### config.mk
export PLATFORM = sky130hd
export DESIGN_NAME = cve_sqrt
export DESIGN_NICKNAME = d
export VERILOG_FILES = /design/src/rtl/core/cve_pkg.sv /design/src/rtl/core/cve_sqrt.sv
export SDC_FILE = /design/constraint.sdc
export NUM_CORES = 2
export LEC_CHECK = 0
export BUFFER_PORTS_ARGS = -buffer_cell sky130_fd_sc_hd__clkbuf_2
export CAP_MARGIN = 0
export CORE_MARGIN = 2
export CORE_UTILIZATION = 42
export CTS_CLUSTER_SIZE = 40
export DETAILED_ROUTE_END_ITERATION = 16
export PLACE_DENSITY = 0.68
export SETUP_SLACK_MARGIN = 0.05
export SLEW_MARGIN = 20
export SYNTH_ARGS = -nofsm -noshare
export SYNTH_HDL_FRONTEND = slang
export SYNTH_SLANG_ARGS = --single-unit
### constraint.sdc
create_clock -name clk -period 5.4 [get_ports clk]
set_input_delay 0.54 -clock clk [delete_from_list [all_inputs] [get_ports clk]]
set_output_delay 0.54 -clock clk [all_outputs]
set_load 0.05 [all_outputs]
### src/rtl/core/cve_pkg.sv
// ----------------------------------------------------------------------------
// Complex value extract package
// Shared widths, op codes, angle constants and the arctangent table.
// ----------------------------------------------------------------------------
package cve_pkg;

	localparam int SAMPLE_BITS_DEF = 16;
	localparam int ANGLE_STEPS_DEF = 16;

	localparam int CORDIC_ITERS = 32;
	localparam int GUARD_BITS   = 24;
	localparam int PREP_STAGES  = 3;
	localparam int ANG_W        = 32;

	localparam int OP_W     = 3;
	localparam int VALUE_W  = 33;
	localparam int M_DATA_W = ((VALUE_W + 7) / 8) * 8;

	typedef enum logic [OP_W-1:0] {
		OP_REAL   = 3'd0,
		OP_IMAG   = 3'd1,
		OP_MAG    = 3'd2,
		OP_MAG_SQ = 3'd3,
		OP_PHASE  = 3'd4
	} op_t;

	localparam logic [ANG_W-1:0] ANG_ZERO    = 32'h0000_0000;
	localparam logic [ANG_W-1:0] ANG_QUARTER = 32'h4000_0000;
	localparam logic [ANG_W-1:0] ANG_HALF    = 32'h8000_0000;
	localparam logic [ANG_W-1:0] ANG_THREE_Q = 32'hC000_0000;

	// atan(2^-i) as a fraction of a full turn, scaled by 2^32.
	localparam logic [ANG_W-1:0] TURN_TABLE [CORDIC_ITERS] = '{
		32'h20000000, 32'h12E4051E, 32'h09FB385B, 32'h051111D4,
		32'h028B0D43, 32'h0145D7E1, 32'h00A2F61E, 32'h00517C55,
		32'h0028BE53, 32'h00145F2F, 32'h000A2F98, 32'h000517CC,
		32'h00028BE6, 32'h000145F3, 32'h0000A2FA, 32'h0000517D,
		32'h000028BE, 32'h0000145F, 32'h00000A30, 32'h00000518,
		32'h0000028C, 32'h00000146, 32'h000000A3, 32'h00000051,
		32'h00000029, 32'h00000014, 32'h0000000A, 32'h00000005,
		32'h00000003, 32'h00000001, 32'h00000001, 32'h00000000
	};

endpackage

### src/rtl/core/cve_sqrt.sv
// ----------------------------------------------------------------------------
// Pipelined square root
// Restoring digit-by-digit root, one result bit per stage, padded to a fixed
// latency so that it lines up with the vectoring pipeline.
// ----------------------------------------------------------------------------
module cve_sqrt #(
	parameter int SAMPLE_BITS = cve_pkg::SAMPLE_BITS_DEF
) (
	input  logic                       clk,
	input  logic                       en,
	input  logic [2*SAMPLE_BITS-1:0]   rad_in,
	output logic [2*SAMPLE_BITS-1:0]   rad_out,
	output logic [SAMPLE_BITS-1:0]     root_out,
	output logic [SAMPLE_BITS:0]       rem_out
);

	localparam int N      = SAMPLE_BITS;
	localparam int RADW   = 2 * SAMPLE_BITS;
	localparam int STAGES = cve_pkg::CORDIC_ITERS;

	logic [RADW-1:0] rad_s  [STAGES];
	logic [N-1:0]    root_s [STAGES];
	logic [N:0]      rem_s  [STAGES];

	for (genvar k = 0; k < STAGES; k++) begin : g_stage
		logic [RADW-1:0] rad_d;
		logic [N-1:0]    root_d;
		logic [N:0]      rem_d;

		if (k == 0) begin : g_first
			assign rad_d  = rad_in;
			assign root_d = '0;
			assign rem_d  = '0;
		end else begin : g_next
			assign rad_d  = rad_s[k-1];
			assign root_d = root_s[k-1];
			assign rem_d  = rem_s[k-1];
		end

		if (k < N) begin : g_iter
			logic [N+2:0] part;
			logic [N+2:0] trial;
			logic [N+2:0] diff;
			logic         ge;

			assign part  = {rem_d, rad_d[RADW-1-2*k -: 2]};
			assign trial = {1'b0, root_d, 2'b01};
			assign diff  = part - trial;
			assign ge    = (part >= trial);

			always_ff @(posedge clk) begin
				if (en) begin
					rad_s[k]  <= rad_d;
					root_s[k] <= {root_d[N-2:0], ge};
					rem_s[k]  <= ge ? diff[N:0] : part[N:0];
				end
			end
		end else begin : g_pass
			always_ff @(posedge clk) begin
				if (en) begin
					rad_s[k]  <= rad_d;
					root_s[k] <= root_d;
					rem_s[k]  <= rem_d;
				end
			end
		end
	end

	assign rad_out  = rad_s[STAGES-1];
	assign root_out = root_s[STAGES-1];
	assign rem_out  = rem_s[STAGES-1];

endmodule

==> results.sh <==
export IMPL_status="finished, final reports clean"
export IMPL_yosysWarnings=0
export IMPL_final_area_um2=78700
export IMPL_maxCapViolCount=0
export IMPL_hold_viol=0
export IMPL_wl_per_cell_um=13.8
export IMPL_insertion_delay_ns=0.83
export IMPL_period_share_pct=60.7
export IMPL_cp_required_ns=5.91
export IMPL_grt_pass1_wl_um=139000
export IMPL_path_cells="ha_1 > o21ai_0 > a211oi_2 > a31oi_1 > o21a_1 > o311ai_4 > mux2_2"
export IMPL_power_total_w=0.0340
export IMPL_min_path_type="primary input to flip-flop"
export IMPL_grt_setup_unrepaired="no"
export IMPL_firstDrtPassIters=5
export IMPL_power_leakage_nw=27.8
export IMPL_final_common_cell="edfxtp_1"
export IMPL_r2r_end="rem_s[0][216]"
export IMPL_root_buffer="clkbuf_16"
export IMPL_grt_use_total_pct=10.1
export IMPL_start_util_pct=42.2
export IMPL_io_buffer_count=98
export IMPL_final_cell_mix="edfxtp_1 (1942), clkbuf_16 (192), inv_1 (180), nor2_1 (169)"
export IMPL_ant_nets=0
export IMPL_arrival_ns=3.79
export IMPL_ir_drop_v=0.000332
export IMPL_antennaDiodeCount=0
export IMPL_antenna_found_initial=1
export IMPL_synth_cells=3499
export IMPL_synth_cell_type_count=81
export IMPL_die_area_um2=167000
export IMPL_die_x_um=408
export IMPL_first_global_vias=28400
export IMPL_max_clock_path_buffers=3
export IMPL_postPlaceCellArea_um2=72000
export IMPL_critPathMaxStageDelay_ns=0.88
export IMPL_ioPinCount=99
export IMPL_worst_r2r_path_depth=7
export IMPL_avgSynthCellArea_um2=19.6
export IMPL_tritoncts="yes"
export IMPL_wl_um=84900
export IMPL_cp_endpoint="rem_s[0][216]"
export IMPL_post_route_min_period_ns=3.28
export IMPL_grt_max_degree=192
export IMPL_timing_hold_ws_ns=0.182
export IMPL_setup_viol=0
export IMPL_synth_seq_cells=1942
export IMPL_synth_ff_type="edfxtp_1"
export IMPL_finalNetCount=3998
export IMPL_drt_iter0_drc=2097
export IMPL_path_buf_inv=0
export IMPL_cp_max_fo=26
export IMPL_die_height_um=408
export IMPL_synth_edff_count=1942
export IMPL_h_tree_depth=4
export IMPL_seq_area_frac_synth_pct=85.0
export IMPL_worstSetupEndpointType="flip-flop"
export IMPL_path_class="flip-flop to flip-flop"
export IMPL_post_cts_resized=0
export IMPL_core_um2=163000
export IMPL_worst_pin_slew_ns=1.16
export IMPL_slew_violations=0
export IMPL_crit_cells=7
export IMPL_cp_slowest_cell="o311ai_4"
export IMPL_crit_start="rem_s[0][187]"
export IMPL_start_kind="flip-flop"
export IMPL_num_rows=148
export IMPL_clk_pin_slew_ns=0.06
export IMPL_clkSinkCount=1942
export IMPL_numCtsBuffers=192
export IMPL_synth_area_um2=68600
export IMPL_drc=0
export IMPL_crit_family="compound AO/OA/AOI/OAI gates"
export IMPL_syn_num_nets=3687
export IMPL_r2r_setup_slack_ns=2.12
export IMPL_setup_tns_ns=0
export IMPL_layout_drive_gt1_share_pct=11.7
export IMPL_hpwl_um=47700
export IMPL_fmax_ghz=0.305
export IMPL_gr_total_overflow=0
export IMPL_via_count=28800
export IMPL_max_slew_margin_pct=22.5
export IMPL_viasPerCell=4.68
export IMPL_powerDensity_nw_per_um2=433
export IMPL_gp_congestion=0.835
export IMPL_finClkSkew_ns=0.0909
export IMPL_r2r_start="rem_s[0][187]"
export IMPL_async_reset_ff_share_pct=0
export IMPL_area_growth_pct=14.7
-- state kept, by name, indices dropped and copies added (netlist names) --
register / flops
rad_s: 1024
rem_s: 526
root_s: 392
-- power by group --
group | internal [W] | total (W) | switching [W]
clock | 0.00747 | 0.0130 | 0.00553
combinational | 0.00105 | 0.00253 | 0.00148
sequential | 0.0181 | 0.0185 | 0.000433
total | 0.0266 | 0.0340 | 0.00745
-- worst reg2reg max path, stage by stage (launching register included) --
cell and delay (ns):
edfxtp_1 0.39, ha_1 0.35, o21ai_0 0.16, a211oi_2 0.31, a31oi_1 0.21, o21a_1 0.31
o311ai_4 0.88, mux2_2 0.41
-- area by class of cell --
class / count / area, µm²
Timing Repair Buffer: 152 / 1140
Tap cell: 2175 / 2720
Inverter: 181 / 679
Sequential cell: 1942 / 58300
Clock inverter: 123 / 1420
Fill cell: 13400 / 83900
Multi-Input combinational cell: 1341 / 9470
Clock buffer: 229 / 4940
-- kinds of logic (layout without fill, tap and decap cells) --
logic type / Yosys count / count (layout) / synth area share (%)
AND/OR/NAND/NOR: 549 / 549 / 4.07
adder cells (fa/ha/maj): 154 / 154 / 2.81
flip-flops: 1942 / 1942 / 85.0
other: 1 / 1 / 0.00546
AO/OA/AOI/OAI: 400 / 400 / 3.72
XOR/XNOR: 187 / 187 / 2.39
buffers and inverters: 216 / 685 / 1.23
multiplexers: 50 / 50 / 0.811
-- layer usage --
metal / global-route usage, % / vias to the layer above / routed length (µm)
li1: - / 14100 / -
met1: 12.7 / 13900 / 37100
met2: 16.2 / 548 / 40400
met3: 2.52 / 232 / 4070
met4: 5.24 / 2 / 3270
met5: 0 / - / 13
-- worst min path at each step --
| stage | endpoint | from | depth (start not counted) |
|---|---|---|---|
| after floorplan | rad_s[10][0] | rad_s[9][0] | 0 |
| after global placement | root_s[27][4] | root_s[26][4] | 0 |
| after detailed placement | rad_s[11][18] | rad_s[10][18] | 0 |
| after CTS | rad_s[1][16] | en | 1 |
| after global routing | rad_s[0][9] | en | 1 |
| final | rad_s[0][6] | en | 1 |
-- what timing repair did --
action                                 in CTS  in global routing
hold buffers                               32                  0
endpoints found under the hold margin      35                  0
buffers inserted                            0                  0
-- cells in the mapped netlist (11+ instances only) --
library cell  number  area share (%)
clkbuf_1          17           0.093
edfxtp_1        1942              85
and3_1            13            0.12
ha_1             154             2.8
inv_1            180            0.98
nand2b_1          31            0.28
nor4_1            24            0.22
nand3_1           34            0.25
o21ai_0           74            0.54
nand4_1           22            0.20
nor2_1           169            0.92
or3_1             25            0.23
nand2_1           93            0.51
o21a_1            26            0.28
a21oi_1          154             1.1
a21o_1            40            0.44
or4_1             11            0.12
xor2_1            68            0.87
xnor2_1          119             1.5
nor3_1            48            0.35
a31oi_1           12            0.11
mux2_2            42            0.69
or2_2             12            0.11
o211ai_1          16            0.18
nor2b_1           23            0.21
buf_2             14            0.10
-- metrics by stage --
stage,setup WS [ns],cells,utilization [%]
after floorplan,2.73,3499,-
after global placement,2.04,5759,44.3
after detailed placement,2.11,5759,44.3
after CTS,2.09,6143,48.4
after global routing,1.91,6143,48.4
final,2.12,6143,48.4
(Power assumes the default switching activity.)
