[src/rtl/core/cve_pkg.sv]
// ----------------------------------------------------------------------------
// Complex value extract package
// Shared widths, op codes, angle constants and the arctangent table.
// ----------------------------------------------------------------------------
package cve_pkg;

	localparam int SAMPLE_BITS_DEF = 16;
	localparam int ANGLE_STEPS_DEF = 16;

	localparam int CORDIC_ITERS = 32;
	localparam int GUARD_BITS   = 24;
	localparam int PREP_STAGES  = 3;
	localparam int ANG_W        = 32;

	localparam int OP_W     = 3;
	localparam int VALUE_W  = 33;
	localparam int M_DATA_W = ((VALUE_W + 7) / 8) * 8;

	typedef enum logic [OP_W-1:0] {
		OP_REAL   = 3'd0,
		OP_IMAG   = 3'd1,
		OP_MAG    = 3'd2,
		OP_MAG_SQ = 3'd3,
		OP_PHASE  = 3'd4
	} op_t;

	localparam logic [ANG_W-1:0] ANG_ZERO    = 32'h0000_0000;
	localparam logic [ANG_W-1:0] ANG_QUARTER = 32'h4000_0000;
	localparam logic [ANG_W-1:0] ANG_HALF    = 32'h8000_0000;
	localparam logic [ANG_W-1:0] ANG_THREE_Q = 32'hC000_0000;

	// atan(2^-i) as a fraction of a full turn, scaled by 2^32.
	localparam logic [ANG_W-1:0] TURN_TABLE [CORDIC_ITERS] = '{
		32'h20000000, 32'h12E4051E, 32'h09FB385B, 32'h051111D4,
		32'h028B0D43, 32'h0145D7E1, 32'h00A2F61E, 32'h00517C55,
		32'h0028BE53, 32'h00145F2F, 32'h000A2F98, 32'h000517CC,
		32'h00028BE6, 32'h000145F3, 32'h0000A2FA, 32'h0000517D,
		32'h000028BE, 32'h0000145F, 32'h00000A30, 32'h00000518,
		32'h0000028C, 32'h00000146, 32'h000000A3, 32'h00000051,
		32'h00000029, 32'h00000014, 32'h0000000A, 32'h00000005,
		32'h00000003, 32'h00000001, 32'h00000001, 32'h00000000
	};

endpackage

[src/rtl/core/cve_prep.sv]
// ----------------------------------------------------------------------------
// Sample preparation
// Three stages: absolute values and vector set-up, squares, squared sum.
// ----------------------------------------------------------------------------
module cve_prep #(
	parameter int SAMPLE_BITS = cve_pkg::SAMPLE_BITS_DEF
) (
	input  logic                                   clk,
	input  logic                                   en,
	input  logic signed [SAMPLE_BITS-1:0]          re_in,
	input  logic signed [SAMPLE_BITS-1:0]          im_in,
	output logic [2*SAMPLE_BITS-1:0]               sq_out,
	output logic signed [SAMPLE_BITS+cve_pkg::GUARD_BITS+2:0] x_out,
	output logic signed [SAMPLE_BITS+cve_pkg::GUARD_BITS+2:0] y_out,
	output logic [cve_pkg::ANG_W-1:0]              ang_out,
	output logic                                   byp_out
);

	localparam int N  = SAMPLE_BITS;
	localparam int XW = SAMPLE_BITS + cve_pkg::GUARD_BITS + 3;
	localparam int RW = 2 * SAMPLE_BITS;

	logic                       neg;
	logic [N-1:0]               re_u;
	logic [N-1:0]               im_u;
	logic [N-1:0]               are_d;
	logic [N-1:0]               aim_d;
	logic signed [XW-1:0]       rex;
	logic signed [XW-1:0]       imx;
	logic signed [XW-1:0]       x_d;
	logic signed [XW-1:0]       y_d;
	logic [cve_pkg::ANG_W-1:0]  ang_d;
	logic                       byp_d;

	logic [N-1:0]               are_s1;
	logic [N-1:0]               aim_s1;
	logic signed [XW-1:0]       x_s1;
	logic signed [XW-1:0]       y_s1;
	logic [cve_pkg::ANG_W-1:0]  ang_s1;
	logic                       byp_s1;

	logic [RW-1:0]              sqa_s2;
	logic [RW-1:0]              sqb_s2;
	logic signed [XW-1:0]       x_s2;
	logic signed [XW-1:0]       y_s2;
	logic [cve_pkg::ANG_W-1:0]  ang_s2;
	logic                       byp_s2;

	logic [RW-1:0]              sq_s3;
	logic signed [XW-1:0]       x_s3;
	logic signed [XW-1:0]       y_s3;
	logic [cve_pkg::ANG_W-1:0]  ang_s3;
	logic                       byp_s3;

	assign neg  = re_in[N-1];
	assign re_u = re_in;
	assign im_u = im_in;
	assign are_d = neg ? (~re_u + 1'b1) : re_u;
	assign aim_d = im_in[N-1] ? (~im_u + 1'b1) : im_u;

	assign rex = XW'(re_in);
	assign imx = XW'(im_in);
	assign x_d = (neg ? -rex : rex) <<< cve_pkg::GUARD_BITS;
	assign y_d = (neg ? -imx : imx) <<< cve_pkg::GUARD_BITS;

	// Samples on an axis take an exact angle, which the rotation stages pass on unchanged.
	always_comb begin
		if (im_in == '0) begin
			ang_d = neg ? cve_pkg::ANG_HALF : cve_pkg::ANG_ZERO;
			byp_d = 1'b1;
		end else if (re_in == '0) begin
			ang_d = im_in[N-1] ? cve_pkg::ANG_THREE_Q : cve_pkg::ANG_QUARTER;
			byp_d = 1'b1;
		end else begin
			ang_d = neg ? cve_pkg::ANG_HALF : cve_pkg::ANG_ZERO;
			byp_d = 1'b0;
		end
	end

	always_ff @(posedge clk) begin
		if (en) begin
			are_s1 <= are_d;
			aim_s1 <= aim_d;
			x_s1   <= x_d;
			y_s1   <= y_d;
			ang_s1 <= ang_d;
			byp_s1 <= byp_d;

			sqa_s2 <= RW'(are_s1) * RW'(are_s1);
			sqb_s2 <= RW'(aim_s1) * RW'(aim_s1);
			x_s2   <= x_s1;
			y_s2   <= y_s1;
			ang_s2 <= ang_s1;
			byp_s2 <= byp_s1;

			sq_s3  <= sqa_s2 + sqb_s2;
			x_s3   <= x_s2;
			y_s3   <= y_s2;
			ang_s3 <= ang_s2;
			byp_s3 <= byp_s2;
		end
	end

	assign sq_out  = sq_s3;
	assign x_out   = x_s3;
	assign y_out   = y_s3;
	assign ang_out = ang_s3;
	assign byp_out = byp_s3;

endmodule

[config.mk]
export PLATFORM = sky130hd
export DESIGN_NAME = cve_prep
export DESIGN_NICKNAME = d
export VERILOG_FILES = /design/src/rtl/core/cve_pkg.sv /design/src/rtl/core/cve_prep.sv
export SDC_FILE = /design/constraint.sdc
export NUM_CORES = 1
export LEC_CHECK = 0
export ABC_AREA = 0
export BUFFER_PORTS_ARGS = -buffer_cell sky130_fd_sc_hd__buf_4
export CAP_MARGIN = 20
export CORE_MARGIN = 3
export CORE_UTILIZATION = 40
export DETAILED_ROUTE_END_ITERATION = 8
export PLACE_DENSITY = 0.69
export RECOVER_POWER = 50
export SETUP_SLACK_MARGIN = 0.2
export SYNTH_ARGS = -nofsm -noshare
export SYNTH_HDL_FRONTEND = slang
export SYNTH_SLANG_ARGS = --single-unit
[constraint.sdc]
create_clock -name clk -period 6.3 [get_ports clk]
set_input_delay 1.26 -clock clk [delete_from_list [all_inputs] [get_ports clk]]
set_output_delay 1.26 -clock clk [all_outputs]
set_load 0.005 [all_outputs]
==> impl_summary.md, run 1 <==
Clock network
TritonCTS built the clock tree. The total number of clock tree sinks is 230. The tree is rooted in a sky130_fd_sc_hd__clkbuf_16.

The CTS clock-pin slew for the worst setup and hold paths is 0.06 ns. The insertion delay to the later sink of the worst-skew pair is 0.57 ns. In this run, post-CTS hold repair placed 0 buffers. The clock passes through at most 3 buffers. The number of levels in the clock H-tree is 1.

The TritonCTS buffer count is 27.

Min path
The worst hold path class is reg2reg. The capture endpoint of the worst hold path is byp_out$_DFFE_PP_. The worst hold path was traced through 0 stages. In this run the most critical hold path is launched from byp_s2$_DFFE_PP_.

GRT
The initial antenna violation count is 2. Entering global routing, the biggest net connects 124 pins. For this run the aggregate overflow at the end of global routing stands at 0. The overall track demand over capacity in global routing is 0.168. The via count of the first global-routing pass is 17,500. The wire length of the first global-routing pass is 87.6 mm.

Die
After floorplanning, the core was sized to cover 60,800 um^2. The horizontal extent of the die is 255 um. 185 I/O pins were placed. The number of standard-cell rows in the floorplan is 90. The starting utilization of the core area is 0.407.

The area enclosed by the die boundary is 64,800 um^2. In this run the vertical extent of the chip is 255 um.

Critical path
The critical path data arrival time is 6.35 ns. STA classifies the critical path startpoint as a flop. STA classifies the critical path endpoint as a flop. The setup check on the worst reg-to-reg path leaves a slack of 0.31 ns.

The biggest fanout along the worst timing path is 6. The capture instance of the worst register-to-register path is sqa_s2[28]$_DFFE_PP_. In this run the worst setup path begins at are_s1[3]$_DFFE_PP_.

The worst reg2reg path depth is 21. The startpoint-to-endpoint class of the critical path is reg2reg. The startpoint identified for the worst register-to-register timing path is are_s1[3]$_DFFE_PP_. The critical path required time is 6.66 ns.

Placement
The placed instance area is around 26,000 um^2. The congestion estimate from routability-driven global placement came to between 0.8 and 0.9. After detailed placement, the design holds a cell count of 3,272.

After legalization and detailed placement, the total HPWL measured 43.2 mm. Before CTS, the worst setup slack after placement is -0.0101 ns. Buffers placed on the I/O ports in this run total 106.

Route
The count of vias placed by the detailed router is 16,700. The via density per instance is 4.94. For this block, the initial DRC count from the detailed router was 1,030.

The post-detailed-route wirelength per cell is 15.8 um. After detailed routing, the total wire length is 53.5 mm. For this run, design rule violations remaining after detail routing come to 0. The number of iterations in the first detailed-routing pass is 5. The count of nets left with antenna violations once routing finished came out at 0.

Logic synthesis
The synthesized design contains 230 enable-type register cells. The distinct cell type count of the synthesized netlist is 72. The mean instance size in the synthesized netlist is 10.4 um^2.

For this run, the register share of the synthesized area comes to 0.279. In this run the cell area of the synthesized design comes to 24,700 um^2. Yosys printed 0 warnings. After synthesis, the share of flip-flops with an asynchronous set or reset is 0. The instance count of the mapped netlist is 2,382. Among all flip-flop cells after synthesis, the most frequent one is sky130_fd_sc_hd__edfxtp_1. The post-synthesis register bit count is 230.

Timing
The maximum achievable frequency is 167 MHz. The clock skew is 0.0303 ns. The worst-case setup margin in the final layout is 0.309 ns. The transition at the pin with the smallest max-transition slack is slightly below 3 ns. The number of endpoints failing setup at the final stage is 0. The final cycle utilization of the critical path is 0.951. The final max-slew violation count came to 269. The sum of negative setup slack is 0 ns.

The worst-case headroom to the max-slew limit is -0.976. The count of final hold-check violations was 0. The shortest clock period the worst path allows after layout is 5.99 ns. Setup repair after global routing could not meet its margin everywhere.

Finish
The layout overhead on the synthesized area is 13.8%. The net total in the final layout is between 3,000 and 4,000. The number of filler instances in the final layout is 5,623.

The final design area excluding fillers is 28,100 um^2. The layout cell share with drive strength beyond 1 is 0.129. The finished layout holds 3,380 standard cells, fillers aside.

Run status
The final reports fail on capacitance limit, slew limit. The run finished, with violations left.

Job
Max-cap violations in this run came to 3.
[metrics by stage]
| stage | hold WS, ns | utilization |
|---|---|---|
| 4_1_cts | 0.416 | 0.454 |
| 2_1_floorplan | 0.400 | - |
| 6_report | 0.415 | 0.463 |
| 5_1_grt | 0.419 | 0.463 |
| 3_3_place_gp | 0.400 | 0.436 |
| 3_5_place_dp | 0.405 | 0.436 |
[timing repair]
action | 4_1_cts | 5_1_grt
setup buffers | 30 | 26
pin swaps | 0 | 27
gates resized for setup | 4 | 81
setup endpoints to repair | 14 | 27
[registers in the layout (all words and copies together), names as in the netlist, 2 cells and up]
| signal | count |
|---|---|
| y_out | 19 |
| y_s1 | 18 |
| sqb_s2 | 31 |
| aim_s1 | 16 |
| x_out | 19 |
| sqa_s2 | 31 |
| ang_s2 | 2 |
| ang_out | 2 |
| ang_s1 | 2 |
| y_s2 | 18 |
| x_s1 | 4 |
| are_s1 | 15 |
| sq_out | 32 |
| x_s2 | 18 |
[worst max-delay path, stage by stage (launching register included)]
cell                        delay [ns]
sky130_fd_sc_hd__edfxtp_1         0.50
sky130_fd_sc_hd__buf_4            0.19
sky130_fd_sc_hd__inv_1            0.09
sky130_fd_sc_hd__nor2_2           0.06
sky130_fd_sc_hd__ha_1             0.32
sky130_fd_sc_hd__xor2_1           0.19
sky130_fd_sc_hd__fa_1             0.54
sky130_fd_sc_hd__inv_1            0.05
sky130_fd_sc_hd__fa_1             0.46
sky130_fd_sc_hd__fa_1             0.50
sky130_fd_sc_hd__fa_1             0.49
sky130_fd_sc_hd__inv_1            0.05
sky130_fd_sc_hd__fa_1             0.53
sky130_fd_sc_hd__inv_1            0.06
sky130_fd_sc_hd__ha_4             0.24
sky130_fd_sc_hd__a21o_1           0.19
sky130_fd_sc_hd__a21oi_2          0.22
sky130_fd_sc_hd__o221ai_2         0.16
sky130_fd_sc_hd__nand3_2          0.13
sky130_fd_sc_hd__o311ai_4         0.16
sky130_fd_sc_hd__a21o_1           0.26
sky130_fd_sc_hd__a2111oi_2        0.36
[cell families after synthesis]
group	synth area share
other	0.000152
multiplexers	0.00132
adder cells (fa/ha/maj)	0.380
flip-flops	0.279
AO/OA/AOI/OAI	0.0816
XOR/XNOR	0.0482
buffers and inverters	0.114
AND/OR/NAND/NOR	0.0963
[synthesized netlist by cell type (all sizes together), types with 27 or more instances]
| master | instances | area, um^2 |
|---|---|---|
| inv | 526 | 1970 |
| nand3 | 27 | 140 |
| xnor2 | 100 | 876 |
| o21ai | 43 | 219 |
| fa | 324 | 6490 |
| a21o | 54 | 405 |
| a21oi | 83 | 415 |
| nand2 | 223 | 840 |
| clkbuf | 61 | 230 |
| ha | 232 | 2900 |
| buf | 82 | 606 |
| and2 | 90 | 563 |
| nor2 | 61 | 229 |
| xor2 | 36 | 315 |
| edfxtp | 230 | 6910 |
[how the worst max path moves through the flow]
| stage | end | slack (ns) | cells after the start |
|---|---|---|---|
| 2_1_floorplan | sqa_s2[28]$_DFFE_PP_ | 0.23 | 22 |
| 3_3_place_gp | sqb_s2[30]$_DFFE_PP_ | 0.10 | 20 |
| 3_5_place_dp | sqa_s2[28]$_DFFE_PP_ | -0.01 | 20 |
| 4_1_cts | sqa_s2[28]$_DFFE_PP_ | 0.14 | 20 |
| 5_1_grt | sqa_s2[28]$_DFFE_PP_ | 0.05 | 22 |
| 6_report | sqa_s2[28]$_DFFE_PP_ | 0.31 | 21 |
[layer usage]
metal | track usage | vias up | wire (um)
met4 | 0.0352 | 0 | 926
met1 | 0.229 | 8362 | 23500
met3 | 0.0308 | 72 | 3210
met5 | 0 | - | 0
met2 | 0.281 | 436 | 25900
li1 | - | 7843 | -
[placed cells by master (no fill, tap or decap), types with 8 or more instances in the layout]
master                      netlist  routed
sky130_fd_sc_hd__clkbuf_4         0      10
sky130_fd_sc_hd__a31oi_1         12      10
sky130_fd_sc_hd__buf_6            0       9
sky130_fd_sc_hd__nor2_1          61      57
sky130_fd_sc_hd__xnor2_1        100      99
sky130_fd_sc_hd__o21ai_0         38      32
sky130_fd_sc_hd__inv_1          526     525
sky130_fd_sc_hd__or3_1            9      11
sky130_fd_sc_hd__a21o_1          54      54
sky130_fd_sc_hd__and2_1          89      86
sky130_fd_sc_hd__nand2b_1        13      13
sky130_fd_sc_hd__and3_1          12      11
sky130_fd_sc_hd__o21a_1          20      20
sky130_fd_sc_hd__ha_2             0       8
sky130_fd_sc_hd__ha_1           232     218
sky130_fd_sc_hd__conb_1           1      81
sky130_fd_sc_hd__clkbuf_16        0      27
sky130_fd_sc_hd__o21bai_1         8       8
sky130_fd_sc_hd__nand2_1        222     216
sky130_fd_sc_hd__nand3_1         26      23
sky130_fd_sc_hd__nor2b_1         17      17
sky130_fd_sc_hd__fa_1           324     322
sky130_fd_sc_hd__buf_4           78     188
sky130_fd_sc_hd__nand4_1         13      13
sky130_fd_sc_hd__edfxtp_1       230     230
sky130_fd_sc_hd__clkbuf_1        60      19
sky130_fd_sc_hd__a21oi_1         83      77
sky130_fd_sc_hd__xor2_1          36      36
[cell type report]
| cell class | count | area [um^2] | area share |
|---|---|---|---|
| diodes | 2 | 5.00 | 0.000178 |
| clock buffers | 34 | 702 | 0.0249 |
| clock inverters | 16 | 178 | 0.00632 |
| inverters | 526 | 1970 | 0.0702 |
| multi-input cells | 1563 | 15600 | 0.555 |
| flip-flops and latches | 230 | 6910 | 0.245 |
| well taps | 782 | 978 | 0.0348 |
| repair buffers | 227 | 1760 | 0.0627 |
Power of run 1 is left out: the tool's default activity adds up to more than one toggle a clock period on the data nets, which glitch-free logic cannot reach.
==> run 2: changes to the inputs <==
- CORE_UTILIZATION: 40 -> 50
- PLACE_DENSITY: 0.69 -> 0.81
==> run 2 against run 1 <==
- the run still ends with capacitance limit, slew limit left
- first-iteration DRC count increased by 30%
- worst hold slack improved by 0.00080 ns
- via count increased by 2.0%
- critical path depth decreased by 3
- wire length increased by 2.9%
- clock skew increased by 0.0087 ns
- cell count decreased by 4.0%
- sequential cell count unchanged
- setup slack improved by 0.030 ns
- maximum frequency increased by 0.51%
- non-clock buffer count decreased by 3
==> impl_summary.md, run 2 (synthesis gave the netlist of run 1 again) <==
Finish
The flip-flop count of the largest register after layout is 32 (unchanged). The diode insertion count for antenna repair came to 0 (-2). The final design area excluding fillers is 27,900 um^2 (-0.68%). The library cells used most frequently in the layout, excluding fill and tap cells, are 524 x sky130_fd_sc_hd__inv_1, 323 x sky130_fd_sc_hd__fa_1, 230 x sky130_fd_sc_hd__edfxtp_1, 219 x sky130_fd_sc_hd__ha_1, 215 x sky130_fd_sc_hd__nand2_1.

The layout cell share with drive strength beyond 1 is 0.131 (+0.00146). The net total in the final layout is 3,161 (-0.13%). The layout overhead on the synthesized area is 13.0%.

The most common cell after layout, fill and taps aside is sky130_fd_sc_hd__inv_1.

Route
The number of routed nets with antenna violations is 0 (unchanged). The post-detailed-route wirelength per cell is 17.0 um (+7.2%). The number of iterations in the first detailed-routing pass is 5 (unchanged). The total wire length after detailed routing came to 55.1 mm (+2.9%). The remaining routing DRC violations is 0 (unchanged). The via density per instance is 5.25 (+6.2%).

The first-iteration detailed-routing DRC count is 1,340 (+30%). The count of vias placed by the detailed router was 17,000 (+2.0%).

GRT
The pin count of the biggest net entering global routing came to 128 (+3.2%). The global route total overflow is 0 (unchanged). The overall track demand over capacity in global routing is 0.210 (+0.0425). The global routing's busiest layer is met2.

The wire length of the first global-routing pass is 90.2 mm (+2.9%). The global-route track usage on met1 is 0.279 (+0.0498). The met2 track utilization from global routing was 0.362 (+0.0809). The initial antenna violation count is 0 (-2). The via count of the first global-routing pass is 18,100 (+3.1%). The global-route track usage on met3 is 0.0356 (+0.00485).

Clock network
The worst-case clock buffer depth is 3 (unchanged). TritonCTS built the clock tree. The hold buffer count at cts was 0 (unchanged). The number of levels in the clock H-tree is 1 (unchanged). The cell sitting at the root of the clock tree is a sky130_fd_sc_hd__clkbuf_16.

The insertion delay to the later sink of the worst-skew pair is 0.56 ns (about the same). The CTS clock-pin slew for the worst setup and hold paths is 0.06 ns (about the same). The TritonCTS buffer count is 26 (-3.7%). The total number of clock tree sinks was 230 (unchanged).

Timing
The clock skew is 0.0391 ns (+0.00871 ns). The worst-case headroom to the max-slew limit is -1.15 (-0.175). The count of final hold-check violations was 0 (unchanged). The number of endpoints failing setup at the final stage is 0 (unchanged).

The final max-slew violation count is 165 (-39%). The shortest clock period the worst path allows after layout is 5.96 ns (-0.0303 ns). Setup repair after global routing could not meet its margin everywhere.

The final cycle utilization of the critical path was 0.946 (-0.00481). The transition at the pin with the smallest max-transition slack was 3.23 ns (+0.262 ns). The maximum achievable frequency came to 168 MHz (+0.51%). The sum of negative setup slack is 0 ns (unchanged).

Die
The number of standard-cell rows in the floorplan is 80 (-11%). The core footprint is 48,300 um^2 (-20%). The die span in y is 228 um (-10%). The starting utilization of the core area was 0.512 (+0.105).

The horizontal extent of the die is 228 um (-10%). The count of pins on the block boundary is 185 (unchanged). The area enclosed by the die boundary is 52,200 um^2 (-20%).

Placement
The half-perimeter wire length after detailed placement was 43.8 mm (+1.5%). The last weighted congestion value of the routability-driven placer is 0.916 (+1.9%). The count of input and output buffers was 106 (unchanged). The placed instance area is 26,300 um^2 (-0.65%).

Min path
The startpoint of the most critical hold path is y_s2[42]$_DFFE_PP_. The path class of the tightest hold or removal check is reg2reg.

Job
The max capacitance violation total is 2 (-1).

Critical path
The worst setup path is launched from a flop. The critical path required time was 6.58 ns (-0.08 ns). The sort of element at the end of the critical path is a flop.

The biggest fanout along the worst timing path is 6 (unchanged). In this run the worst setup path begins at are_s1[12]$_DFFE_PP_. In this run the critical register-to-register path is launched from are_s1[12]$_DFFE_PP_. The critical path data arrival time is 6.24 ns (-0.11 ns). The startpoint-to-endpoint class of the critical path is reg2reg.

Run status
The checks that failed: capacitance limit, slew limit. The run finished, with violations left.
[run 2: critical path, cell delays in order, from the launching register on]
cell,delay (ns)
sky130_fd_sc_hd__edfxtp_1,0.38
sky130_fd_sc_hd__buf_4,0.12
sky130_fd_sc_hd__clkbuf_1,0.33
sky130_fd_sc_hd__nand2_1,0.13
sky130_fd_sc_hd__fa_1,0.56
sky130_fd_sc_hd__inv_1,0.08
sky130_fd_sc_hd__fa_1,0.58
sky130_fd_sc_hd__fa_1,0.44
sky130_fd_sc_hd__fa_1,0.48
sky130_fd_sc_hd__fa_1,0.51
sky130_fd_sc_hd__inv_1,0.05
sky130_fd_sc_hd__fa_1,0.47
sky130_fd_sc_hd__inv_1,0.04
sky130_fd_sc_hd__ha_1,0.38
sky130_fd_sc_hd__a21oi_2,0.19
sky130_fd_sc_hd__o221ai_2,0.12
sky130_fd_sc_hd__a221o_1,0.43
sky130_fd_sc_hd__a41oi_1,0.26
sky130_fd_sc_hd__xnor2_1,0.09
[run 2: through the flow]
stage	std cells	util	setup WS, ns	hold WS (ns)
4_1_cts	3209	0.566	0.188	0.415
3_5_place_dp	3144	0.544	0.0737	0.405
5_1_grt	3246	0.578	0.116	0.423
2_1_floorplan	2462	-	0.230	0.400
6_report	3246	0.578	0.339	0.416
3_3_place_gp	3144	0.544	0.186	0.401
[run 2: cell type report]
cell class,count,area [um^2]
clock buffer,29,662
clock inverter,18,193
fill,3906,20400
inverter,526,1980
multi-input combinational,1563,15600
sequential,230,6910
tap,656,821
timing repair buffer,224,1740
[run 2: path summary, 6_finish.rpt]
path	to	slack, ns	depth (start not counted)
max	sqa_s2[25]$_DFFE_PP_	0.34	18
max reg2reg	sqa_s2[25]$_DFFE_PP_	0.34	18
min	y_out[42]$_DFFE_PP_	0.42	0
min reg2reg	y_out[42]$_DFFE_PP_	0.42	0
[run 2: layer usage]
metal  wire length [um]  vias up
li1                   -     7837
met1              22600     8555
met2              27500      555
met3               3630      102
met4               1380        0
met5                  0        -
[run 2: what timing repair did]
item | in CTS | in global routing
endpoints found under the setup margin | 12 | 28
resized for setup | 6 | 87
buffers inserted | 18 | 37
pin swaps | 2 | 28
Power of run 2 is left out for the same reason.
==> run 3: changes to the inputs <==
- CAP_MARGIN: 20 -> 10
- PLACE_DENSITY: 0.81 -> not set
- PLACE_DENSITY_LB_ADDON: not set -> 0.1
- clock period: 6.3 -> 7.6 ns (I/O delays scaled with it)
==> run 3 against run 2 <==
- the flow still finishes with violations (capacitance limit, slew limit)
- utilization is 2.4 points lower
- first-iteration DRC count is 46% lower
- register-to-register slack better by 0.43 ns
- sequential share of layout area is 1.1 points higher
- worst hold slack worse by 0.0030 ns
- clock skew is 0.021 ns lower
- cell count is 3.1% lower
- non-clock buffer count is 101 lower
- setup slack better by 0.43 ns
- critical path depth is 3 higher
- maximum frequency is 13% lower
==> impl_summary.md, run 3 (synthesis gave the netlist of run 1 again) <==
Finish
The layout overhead on the synthesized area is 8.36%. The net total in the final layout is 3,060 (-3.2%). The most common cell after layout, fill and taps aside is sky130_fd_sc_hd__inv_1. The diode insertion count for antenna repair came to 0 (unchanged). In the layout the commonest cells are 526 x sky130_fd_sc_hd__inv_1, 324 x sky130_fd_sc_hd__fa_1, 232 x sky130_fd_sc_hd__ha_1, 230 x sky130_fd_sc_hd__edfxtp_1, 222 x sky130_fd_sc_hd__nand2_1.

The number of filler instances in the final layout is 4,354 (+11%). The layout cell share with drive strength beyond 1 is 0.0743 (-0.0566). The flip-flop count of the largest register after layout is 32 (unchanged).

GRT
The initial antenna violation count is 1 (+1). The pin count of the biggest net entering global routing was 129 (+0.78%). The via count of the first global-routing pass is 17,100 (-5.6%).

The overall track demand over capacity in global routing is 0.203 (-0.00737). The wire length of the first global-routing pass was 86.2 mm (-4.4%). The global route total overflow came to 0 (unchanged).

Run status
The run finished, with violations left. The final reports fail on capacitance limit, slew limit.

Route
The number of iterations in the first detailed-routing pass came to 5 (unchanged). The via density per instance came to 5.09 (-3.1%). The total wire length after detailed routing is 51.5 mm (-6.5%). The count of vias placed by the detailed router is 16,000 (-6.1%). The post-detailed-route wirelength per cell came to 16.4 um (-3.5%). The remaining routing DRC violations is 0 (unchanged). The number of routed nets with antenna violations is 0 (unchanged).

The first-iteration detailed-routing DRC count is 729 (-46%).

Timing
The final cycle utilization of the critical path is 0.899 (-0.0470). The maximum achievable frequency is 146 MHz (-13%). Setup repair after global routing left no endpoint under its margin. The clock skew is 0.0179 ns (-0.0211 ns). The shortest clock period the worst path allows after layout came to 6.83 ns (+0.873 ns). The worst-case headroom to the max-slew limit is -2.74 (-1.59). The number of endpoints failing setup at the final stage is 0 (unchanged). The sum of negative setup slack came to 0 ns (unchanged). The transition at the pin with the smallest max-transition slack is 5.60 ns (+2.38 ns). The count of final hold-check violations is 0 (unchanged). The final max-slew violation count is 129 (-22%).

Placement
The count of input and output buffers is 106 (unchanged). The half-perimeter wire length after detailed placement is 42.0 mm (-4.2%). The last weighted congestion value of the routability-driven placer is 0.860 (-6.0%).

Clock network
The root buffer cell chosen for the clock tree is sky130_fd_sc_hd__clkbuf_16. The CTS clock-pin slew for the worst setup and hold paths came to 0.07 ns (about the same). The TritonCTS buffer count is 26 (unchanged). The CTS tree is done.

The insertion delay to the later sink of the worst-skew pair is 0.56 ns (about the same). The number of buffers inserted by post-CTS setup repair is 0 (-18). The number of instances resized during post-cts repair is 0 (-6).

The number of levels in the clock H-tree is 1 (unchanged). The hold buffer count at cts was 0 (unchanged). The worst-case clock buffer depth is 3 (unchanged).

The total number of clock tree sinks is 230 (unchanged).

Die
The number of standard-cell rows in the floorplan came to 80 (unchanged). The count of pins on the block boundary is 185 (unchanged). The horizontal extent of the die is 228 um (unchanged).

The starting utilization of the core area is 0.512 (unchanged). The area enclosed by the die boundary is 52,200 um^2 (unchanged). The core footprint is 48,300 um^2 (unchanged).

The die span in y is 228 um (unchanged).

Critical path
The sort of element at the end of the critical path is a flop. The type of origin of the critical path is a flop. The worst register-to-register path begins at are_s1[4]$_DFFE_PP_. The start point of the critical path is are_s1[4]$_DFFE_PP_.

The termination of the worst setup path is sqa_s2[28]$_DFFE_PP_. The reg-to-reg setup timing slack is 0.77 ns (+0.43 ns). The biggest fanout along the worst timing path is 19 (+13). The critical path in this run is classified as reg2reg. The critical path required time is 7.88 ns (+1.30 ns). The worst register-to-register path ends at sqa_s2[28]$_DFFE_PP_. The worst reg2reg path depth is 21 (+3). The critical path data arrival time is 7.12 ns (+0.88 ns).

Min path
In this run the worst hold path is classified as reg2reg.

Job
The max capacitance violation total was 2 (unchanged).
run 3: critical path, stage by stage (launching register included):
cell and delay, ns:
sky130_fd_sc_hd__edfxtp_1 0.34, sky130_fd_sc_hd__clkbuf_1 0.77, sky130_fd_sc_hd__nand2_1 0.23, sky130_fd_sc_hd__inv_1 0.13, sky130_fd_sc_hd__fa_1 0.41, sky130_fd_sc_hd__inv_1 0.09
sky130_fd_sc_hd__fa_1 0.41, sky130_fd_sc_hd__inv_1 0.09, sky130_fd_sc_hd__fa_1 0.45, sky130_fd_sc_hd__fa_1 0.49, sky130_fd_sc_hd__fa_1 0.55, sky130_fd_sc_hd__inv_1 0.05
sky130_fd_sc_hd__fa_1 0.52, sky130_fd_sc_hd__inv_1 0.04, sky130_fd_sc_hd__ha_1 0.37, sky130_fd_sc_hd__a21o_1 0.22, sky130_fd_sc_hd__a21oi_1 0.25, sky130_fd_sc_hd__o221ai_1 0.22
sky130_fd_sc_hd__nand3_1 0.18, sky130_fd_sc_hd__o311ai_4 0.16, sky130_fd_sc_hd__a2111oi_1 0.46, sky130_fd_sc_hd__a2111oi_2 0.11
run 3: metal layers:
metal	GRT usage	part of all wire	vias up	routed length [um]
met5	0	0	-	0
met1	0.282	0.45	8032	23400
met2	0.343	0.48	299	24900
li1	-	-	7625	-
met3	0.0317	0.049	56	2500
met4	0.0351	0.015	0	758
run 3: worst min-delay path by stage:
stage	startpoint	end	slack (ns)	depth (start not counted)
floorplan	ang_s2[30]$_DFFE_PP_	ang_out[30]$_DFFE_PP_	0.40	0
global placement	y_s1[39]$_DFFE_PP_	y_s2[39]$_DFFE_PP_	0.40	0
detailed placement	y_s2[33]$_DFFE_PP_	y_out[33]$_DFFE_PP_	0.40	0
CTS	y_s2[42]$_DFFE_PP_	y_out[42]$_DFFE_PP_	0.41	0
global route	y_s1[25]$_DFFE_PP_	y_s2[25]$_DFFE_PP_	0.42	0
finish	y_s2[42]$_DFFE_PP_	y_out[42]$_DFFE_PP_	0.41	0
run 3: final cells by class:
cell class                      instances  area (um^2)  area share
Tap cell                              656          821      0.0306
Inverter                              526         1970      0.0737
Timing Repair Buffer                  123          895      0.0334
Sequential cell                       230         6910       0.258
Multi-Input combinational cell       1563        15300       0.571
Clock buffer                           28          658      0.0246
Clock inverter                         20          246     0.00920
run 3: stage by stage:
stage	hold slack, ns	worst slack [ns]	utilization	area, um^2	cells
after floorplan	0.400	1.53	-	25000	2462
after global placement	0.400	1.06	0.537	25900	3098
after detailed placement	0.405	0.945	0.537	25900	3098
after CTS	0.414	0.893	0.555	26900	3146
after global routing	0.424	0.250	0.554	26800	3146
final	0.413	0.766	0.554	26800	3146
Power of run 3 is left out for the same reason.
